===== src/rtl/core/lbbc_pkg.sv =====
// Shared types and codes for the LRU buffer cache core.
package lbbc_pkg;
    localparam logic [1:0] FN_GET     = 2'd0;
    localparam logic [1:0] FN_WRITE   = 2'd1;
    localparam logic [1:0] FN_RELEASE = 2'd2;
    localparam logic [1:0] FN_DIRTY   = 2'd3;

    localparam logic [1:0] ERR_NONE    = 2'd0;
    localparam logic [1:0] ERR_NO_FREE = 2'd1;
    localparam logic [1:0] ERR_UNREF   = 2'd2;

    typedef struct packed {
        logic [1:0]  func;
        logic [7:0]  device;
        logic [31:0] block_number;
        logic [4:0]  slot;
    } t_req;

    typedef struct packed {
        logic [4:0] entry;
        logic       hit;
        logic       disk_read;
        logic       disk_write;
        logic [1:0] error;
    } t_rsp;

    // Controller to datapath commands.
    typedef struct packed {
        logic load;       // capture request, start at entry zero
        logic scan_step;  // examine current entry, advance
        logic apply;      // perform the update for the request
    } t_cmd;

    // Datapath to controller status.
    typedef struct packed {
        logic scan_last;  // current entry is the last one
        logic slot_ok;    // request slot is inside the pool
    } t_sts;
endpackage


===== src/rtl/core/lbbc_if.sv =====
// Valid/ready channel interface carrying a payload.
interface lbbc_if #(parameter type T = logic);
    logic valid;
    logic ready;
    T     data;
    modport source (output valid, output data, input ready);
    modport sink (input valid, input data, output ready);
endinterface


===== src/rtl/core/lbbc_ctrl.sv =====
// Request sequencer: accept, scan, apply, deliver.
module lbbc_ctrl import lbbc_pkg::*; (
    input  logic i_clk,
    input  logic i_rst_n,
    input  logic i_in_valid,
    output logic o_in_ready,
    output logic o_out_valid,
    input  logic i_out_ready,
    input  t_sts i_sts,
    output t_cmd o_cmd
);
    typedef enum logic [1:0] {S_IDLE, S_SCAN, S_APPLY, S_OUT} t_state;
    t_state r_state;

    assign o_in_ready  = (r_state == S_IDLE);
    assign o_out_valid = (r_state == S_OUT);
    always_comb begin
        o_cmd.load      = (r_state == S_IDLE) && i_in_valid;
        o_cmd.scan_step = (r_state == S_SCAN);
        o_cmd.apply     = (r_state == S_APPLY);
    end

    always_ff @(posedge i_clk) begin
        if (!i_rst_n) begin
            r_state <= S_IDLE;
        end else begin
            unique case (r_state)
                S_IDLE:  if (i_in_valid) r_state <= S_SCAN;
                S_SCAN:  if (i_sts.scan_last) r_state <= S_APPLY;
                S_APPLY: r_state <= S_OUT;
                S_OUT:   if (i_out_ready) r_state <= S_IDLE;
                default: r_state <= S_IDLE;
            endcase
        end
    end

    a_out_after_apply: assert property (@(posedge i_clk) disable iff (!i_rst_n)
        o_cmd.apply |=> o_out_valid) else $error("no result after apply");
    a_no_accept_busy: assert property (@(posedge i_clk) disable iff (!i_rst_n)
        o_out_valid |-> !o_in_ready) else $error("accept while result pending");
    a_out_holds: assert property (@(posedge i_clk) disable iff (!i_rst_n)
        (o_out_valid && !i_out_ready) |=> o_out_valid) else $error("result dropped");
endmodule


===== src/rtl/core/lbbc_dp.sv =====
// Tag store, counts, marks, recency ranks and the sequential scan.
module lbbc_dp import lbbc_pkg::*; #(
    parameter int NUM_BUFFERS = 32
) (
    input  logic i_clk,
    input  logic i_rst_n,
    input  t_cmd i_cmd,
    input  t_req i_req,
    output t_sts o_sts,
    output t_rsp o_rsp
);
    localparam int IW = $clog2(NUM_BUFFERS);

    logic [7:0]    r_dev  [NUM_BUFFERS];
    logic [31:0]   r_blk  [NUM_BUFFERS];
    logic [7:0]    r_cnt  [NUM_BUFFERS];
    logic [IW-1:0] r_rank [NUM_BUFFERS];
    logic [NUM_BUFFERS-1:0] r_vld, r_drt;

    t_req          r_req;
    logic [IW-1:0] r_idx;
    logic          r_hit, r_free;
    logic [IW-1:0] r_hbest, r_fbest;
    logic [IW-1:0] r_hrank, r_frank;
    t_rsp          r_rsp;
    t_rsp          n_rsp;

    logic [IW-1:0] w_ri;
    logic          w_hm, w_fm, w_slot_ok;
    logic [IW-1:0] w_slot;
    logic [7:0]    w_scnt;
    logic [IW-1:0] w_srank;

    assign w_ri = r_rank[r_idx];
    assign w_hm = (r_dev[r_idx] == r_req.device) && (r_blk[r_idx] == r_req.block_number);
    assign w_fm = (r_cnt[r_idx] == 8'd0) && !r_drt[r_idx];
    assign w_slot_ok = ({27'd0, r_req.slot} < 32'(NUM_BUFFERS));
    assign w_slot = IW'(r_req.slot);
    assign w_scnt = r_cnt[w_slot];
    assign w_srank = r_rank[w_slot];
    assign o_sts.scan_last = (r_idx == IW'(NUM_BUFFERS - 1));
    assign o_sts.slot_ok = w_slot_ok;
    assign o_rsp = r_rsp;

    // Result of the captured request, from the scan outcome and the pool state.
    always_comb begin
        n_rsp = '0;
        if (r_req.func == FN_GET) begin
            if (r_hit) begin
                n_rsp.entry     = 5'(r_hbest);
                n_rsp.hit       = 1'b1;
                n_rsp.disk_read = !r_vld[r_hbest];
            end else if (r_free) begin
                n_rsp.entry     = 5'(r_fbest);
                n_rsp.disk_read = 1'b1;
            end else begin
                n_rsp.error = ERR_NO_FREE;
            end
        end else begin
            n_rsp.entry = r_req.slot;
            if (w_slot_ok && (r_req.func == FN_WRITE)) begin
                n_rsp.disk_write = 1'b1;
            end
            if (w_slot_ok && (r_req.func == FN_RELEASE) && (w_scnt == 8'd0)) begin
                n_rsp.error = ERR_UNREF;
            end
        end
    end

    always_ff @(posedge i_clk) begin
        if (i_cmd.load) begin
            r_req <= i_req;
            r_idx <= '0;
            r_hit <= 1'b0;
            r_free <= 1'b0;
        end else if (i_cmd.scan_step) begin
            if (w_hm && (!r_hit || w_ri > r_hrank)) begin
                r_hit <= 1'b1; r_hbest <= r_idx; r_hrank <= w_ri;
            end
            if (w_fm && (!r_free || w_ri < r_frank)) begin
                r_free <= 1'b1; r_fbest <= r_idx; r_frank <= w_ri;
            end
            if (!o_sts.scan_last) r_idx <= r_idx + IW'(1);
        end
    end

    always_ff @(posedge i_clk) begin
        if (!i_rst_n) begin
            for (int i = 0; i < NUM_BUFFERS; i++) begin
                r_dev[i] <= '0; r_blk[i] <= '0; r_cnt[i] <= '0;
                r_rank[i] <= IW'(i);
            end
            r_vld <= '0;
            r_drt <= '0;
        end else if (i_cmd.apply) begin
            r_rsp <= n_rsp;
            if (r_req.func == FN_GET) begin
                if (r_hit) begin
                    if (r_cnt[r_hbest] != 8'hFF) r_cnt[r_hbest] <= r_cnt[r_hbest] + 8'd1;
                    if (!r_vld[r_hbest]) begin
                        r_vld[r_hbest] <= 1'b1; r_drt[r_hbest] <= 1'b0;
                    end
                end else if (r_free) begin
                    r_dev[r_fbest] <= r_req.device;
                    r_blk[r_fbest] <= r_req.block_number;
                    r_cnt[r_fbest] <= 8'd1;
                    r_vld[r_fbest] <= 1'b1;
                    r_drt[r_fbest] <= 1'b0;
                end
            end else begin
                if (w_slot_ok) begin
                    unique case (r_req.func)
                        FN_WRITE: begin
                            r_vld[w_slot] <= 1'b1; r_drt[w_slot] <= 1'b0;
                        end
                        FN_RELEASE: begin
                            if (w_scnt != 8'd0) begin
                                r_cnt[w_slot] <= w_scnt - 8'd1;
                                if (w_scnt == 8'd1) begin
                                    // Independent per-entry rank shift.
                                    for (int i = 0; i < NUM_BUFFERS; i++) begin
                                        if (IW'(i) == w_slot)
                                            r_rank[i] <= IW'(NUM_BUFFERS - 1);
                                        else if (r_rank[i] > w_srank)
                                            r_rank[i] <= r_rank[i] - IW'(1);
                                    end
                                end
                            end
                        end
                        FN_DIRTY: r_drt[w_slot] <= 1'b1;
                        default: ;
                    endcase
                end
            end
        end
    end
endmodule


===== src/rtl/core/lru_block_buffer_cache_core.sv =====
// Top level of the LRU buffer cache core.
// Each request beat is handled alone: it is captured in idle, then the
// datapath examines one entry per cycle in index order while keeping the
// most recent tag match and the least recent free, clean entry, then the
// update is applied, then the result beat is held until taken, after which
// the block is back in idle. A new request beat is accepted only once the
// result of the last one has been taken. Disk transfers that are requested
// are treated as completed at once.
module lru_block_buffer_cache_core import lbbc_pkg::*; #(
    parameter int NUM_BUFFERS = 32
) (
    input logic i_clk,
    input logic i_rst_n,
    lbbc_if.sink   i_req,
    lbbc_if.source o_rsp
);
    t_cmd w_cmd;
    t_sts w_sts;
    t_req w_req;
    t_rsp w_rsp;

    assign w_req = i_req.data;
    assign o_rsp.data = w_rsp;

    lbbc_ctrl u_ctrl (
        .i_clk(i_clk), .i_rst_n(i_rst_n),
        .i_in_valid(i_req.valid), .o_in_ready(i_req.ready),
        .o_out_valid(o_rsp.valid), .i_out_ready(o_rsp.ready),
        .i_sts(w_sts), .o_cmd(w_cmd)
    );

    lbbc_dp #(.NUM_BUFFERS(NUM_BUFFERS)) u_dp (
        .i_clk(i_clk), .i_rst_n(i_rst_n),
        .i_cmd(w_cmd), .i_req(w_req), .o_sts(w_sts), .o_rsp(w_rsp)
    );
endmodule


===== src/flat_wrapper.sv =====
// flat-port wrapper written by rule: the top's interface ports become plain ports
module lru_block_buffer_cache_core_flat import lbbc_pkg::*;
#(
    parameter int NUM_BUFFERS = 32
)
  (i_clk, i_rst_n, i_req_valid, i_req_data, i_req_ready, o_rsp_valid, o_rsp_data, o_rsp_ready);
  lbbc_if #(.T(t_req)) i_req_i ();
  lbbc_if #(.T(t_rsp)) o_rsp_i ();
  input logic i_clk;
  input logic i_rst_n;
  input wire logic [$bits(i_req_i.valid)-1:0] i_req_valid;
  input wire logic [$bits(i_req_i.data)-1:0] i_req_data;
  output wire logic [$bits(i_req_i.ready)-1:0] i_req_ready;
  output wire logic [$bits(o_rsp_i.valid)-1:0] o_rsp_valid;
  output wire logic [$bits(o_rsp_i.data)-1:0] o_rsp_data;
  input wire logic [$bits(o_rsp_i.ready)-1:0] o_rsp_ready;
  assign i_req_i.valid = i_req_valid;
  assign i_req_i.data = i_req_data;
  assign i_req_ready = i_req_i.ready;
  assign o_rsp_valid = o_rsp_i.valid;
  assign o_rsp_data = o_rsp_i.data;
  assign o_rsp_i.ready = o_rsp_ready;
  lru_block_buffer_cache_core #(.NUM_BUFFERS(NUM_BUFFERS)) u_core (.i_clk(i_clk), .i_rst_n(i_rst_n), .i_req(i_req_i), .o_rsp(o_rsp_i));
endmodule

===== config.mk =====
export PLATFORM = sky130hd
export DESIGN_NAME = lru_block_buffer_cache_core_flat
export DESIGN_NICKNAME = d
export VERILOG_FILES = /design/src/rtl/core/lbbc_pkg.sv /design/src/rtl/core/lbbc_if.sv /design/src/rtl/core/lbbc_ctrl.sv /design/src/rtl/core/lbbc_dp.sv /design/src/rtl/core/lru_block_buffer_cache_core.sv /design/src/flat_wrapper.sv
export SDC_FILE = /design/constraint.sdc
export NUM_CORES = 2
export LEC_CHECK = 0
export ABC_AREA = 0
export BUFFER_PORTS_ARGS = -buffer_cell sky130_fd_sc_hd__buf_2
export CORE_MARGIN = 4
export CORE_UTILIZATION = 55
export CTS_BUF_LIST = sky130_fd_sc_hd__clkbuf_16
export CTS_CLUSTER_SIZE = 30
export DETAILED_ROUTE_END_ITERATION = 8
export GPL_ROUTABILITY_DRIVEN = 0
export PLACE_DENSITY = 0.82
export SYNTH_ARGS = -nofsm -noshare
export SYNTH_HDL_FRONTEND = slang
export SYNTH_SLANG_ARGS = --single-unit

===== constraint.sdc =====
create_clock -name i_clk -period 7.9 [get_ports i_clk]
set_input_delay 0.79 -clock i_clk [delete_from_list [all_inputs] [get_ports i_clk]]
set_output_delay 0.79 -clock i_clk [all_outputs]
set_load 0.05 [all_outputs]

==> reports/qor.yml <==
run_status:
  status: "finished clean"
clock_network:
  htree_levels: 4
  cts_resized: 0
  holdBufCountCts: 0
  clock_latency_ps: 900
  root_buffer: "clkbuf_16"
  clockBufferDepth: 3
  cts.sinks: 1861
  postCtsSetupRepairBufs: 0
  clkTransAtPathRegs_ps: 60
  cts_tree: "done"
  cts_buffers: 186
detailed_routing:
  vias_per_cell: 6.92
  drt_first_pass_iters: 7
  avgRoutedWirePerCell_um: 31.9
  drt_iter0_markers: 11200
  vias: 64200
  routed_wl_mm: 295
  drc: 0
  ant_nets: 0
synth:
  async_reset_ff_frac: 0
  yosysSeqAreaShare: 0.581
  synth_commonest_cells: "1773 x edfxtp_1, 1294 x and2_1, 530 x mux4_2"
  yosys.cell_types.count: 84
  synth_edf_count: 1773
  synth.cell_area_um2: 94600
  synthFlopType: "edfxtp_1"
  ys_top_cells_by_area: "edfxtp_1 56%, mux4_2 13%, and2_1 8.6%"
  ys_seq_elements: 1861
  synth_nets: 7188
  synthAdderAreaFrac: 0.0278
  synth-compound-area-share: 0.0473
  synth_top_family_by_area: "multiplexers"
  muxShareOfSynthArea: 0.153
  synthSimpleGateAreaFrac: 0.148
  ys_warn_count: 0
  syn-mean-instance-area_um2: 13.7
  synth.largest_area_cell: "edfxtp_1"
  synthCells: 6927
  yosys.area.top_type_share: 0.563
  yosysMostFrequentCell: "edfxtp_1"
  synth_xor_area_frac: 0.0133
setup_path:
  cpLargestDelayFamily: "simple AND/OR/NAND/NOR gates"
  path_max_fanout: 48
  worst-path-buf-inv: 1
  crit_top_cell: "nand4_1"
  reg2reg_depth: 10
  crit_type: "reg -> reg"
  r2r_setup_slack_ps: 1980
  worstPathArrival_ps: 6410
  cp-start-kind: "register"
  path_cells: "buf_4 > nor2b_2 > a22oi_1 > nand3_1 > nand4_1 > xnor2_1 > nand4_1 > nor4_1 > nand2_1 > nor2_1"
  end_kind: "register"
  rr_endpoint: "u_core.u_dp.r_hrank[2]"
  cp_slowest_cell: "dfxtp_4"
  worstPathRequired_ps: 8390
  cpPeakStageDelay_ps: 1050
layout:
  fin_nets: 7069
  drive_above_1_share: 0.174
  area_growth_pct: 9.74
  nFillCells: 12000
die:
  coreArea_um2: 170000
  start_util: 0.556
  die_y_um: 423
  io_pins: 63
  die_w_um: 423
  die_area_um2: 179000
  rows: 151
pwr:
  p_clk_frac: 0.306
  p_leak_nw: 36.7
  p_sw_frac: 0.329
  finalPower_mw: 28.8
  intPower_mw: 19.3
  vdd.ir_drop.worst_uv: 255
  powerDensity_nw_per_um2: 278
  power_switching_mw: 9.48
  power.share.sequential: 0.410
  pwr-share-comb: 0.284
worst_hold_path:
  hp-start: "i_req_data[28]"
  whs_path_depth: 1
  min_delay_worst_endpoint: "u_core.u_dp.r_req[28]"
  min_path_type: "in -> reg"
global_routing:
  grt_pass1_wl_mm: 427
  gr-total-overflow: 0
  grt_max_degree: 126
  antenna_found_initial: 22
  grt_pass1_vias: 63600
  grt_usage: 0.327
timing:
  timing.hold.ws_ps: 84.2
  skew_ps: 61.8
  fin_setup_tns_ps: 0
  fmax_mhz: 169
  rsz0062_at_grt: "false"
  worst_pin_slew_ps: 1460
  setup_viol: 0
  drv_slew: 0
  hold_violations: 0
  period_share: 0.749
  period_minus_slack_ps: 5920
  slew_headroom: 0.0236
placement:
  io_buffer_count: 62
  hpwlAfterDp_mm: 177
run:
  drv_cap: 0
==> cell usage in the layout (no fill, tap or decap), types with 48 or more instances in the layout <==
master / synthesis / routed
buf_2: 93 / 61
nor4_1: 63 / 63
dfxtp_1: 88 / 77
mux4_2: 530 / 530
nand2_1: 388 / 388
edfxtp_1: 1773 / 1773
and2_1: 1294 / 1294
mux2i_1: 227 / 223
xor2_1: 48 / 48
nor3_1: 67 / 67
nor2_1: 504 / 470
nor2b_1: 64 / 60
nand3_1: 94 / 93
ha_1: 210 / 210
a21oi_1: 124 / 124
o21a_1: 68 / 68
inv_1: 97 / 136
o21ai_0: 135 / 102
xnor2_1: 96 / 96
o22ai_1: 56 / 56
clkbuf_16: 0 / 188
a22oi_1: 74 / 74
buf_4: 17 / 176
==> metal layers <==
metal  wire length [um]  GRT usage
met5                125    0.00403
met4              22400      0.204
met3              46600      0.107
met2             131000      0.487
met1              95400      0.415
==> area by class of cell <==
type / instances / area [um^2] / share of cell area
tap: 2295 / 2870 / 0.0277
clock inverter: 160 / 1350 / 0.0130
multi-input combinational: 4411 / 37600 / 0.363
sequential: 1861 / 55000 / 0.530
clock buffer: 188 / 4700 / 0.0453
inverter: 101 / 382 / 0.00368
antenna: 10 / 25.0 / 0.000241
timing repair buffer: 247 / 1820 / 0.0175
==> through the flow <==
stage	setup slack [ps]	instances	cell area, um^2	util
final	1980	9273	104000	0.610
after global routing	1670	9266	104000	0.610
after CTS	2110	9263	104000	0.610
after detailed placement	2140	8915	97800	0.574
after global placement	2190	8915	97800	0.574
after floorplan	1750	6927	94600	-
==> how the worst max path moves through the flow <==
stage,start,end,cells after the start
global route,register,u_core.u_dp.r_rank[9][0],15
detailed placement,register,u_core.u_dp.r_rank[28][3],15
CTS,register,u_core.u_dp.r_rank[28][2],15
floorplan,register,u_core.u_dp.r_rank[17][0],19
global placement,register,u_core.u_dp.r_rank[4][2],14
finish,register,u_core.u_dp.r_hrank[2],10
==> flip-flops by register name, indices dropped and copies added, names as in the netlist, named ones only <==
register,cells
u_core.u_dp.r_idx,5
u_core.u_dp.r_hbest,5
u_core.u_dp.o_rsp,10
u_core.u_dp.r_free,1
u_core.u_dp.r_cnt,256
u_core.u_dp.r_dev,256
u_core.u_dp.r_frank,5
u_core.u_dp.r_hit,1
u_core.u_dp.r_vld,32
u_core.u_dp.r_hrank,5
u_core.u_dp.r_blk,1024
u_core.u_dp.w_slot,5
u_core.u_dp.r_fbest,5
u_core.u_ctrl.r_state,2
u_core.u_dp.r_rank,160
u_core.u_dp.r_req,42
==> power groups by stage <==
stage	sequential, mW	combinational, mW	clock, mW
finish	11.8	8.19	8.81
global route	11.9	8.66	9.24
detailed placement	12.0	7.91	0
global placement	12.0	7.69	0
CTS	11.8	7.98	8.78
floorplan	11.6	5.80	0
==> cell families (layout without fill, tap and decap cells) <==
kind of cell	after synthesis	count (layout)
AND/OR/NAND/NOR	2605	2605
flip-flops	1861	1861
multiplexers	783	783
AO/OA/AOI/OAI	669	669
buffers and inverters	655	696
adder cells (fa/ha/maj)	210	210
XOR/XNOR	144	144
other	0	10
Note: power is estimated with default switching activity, not from simulation.
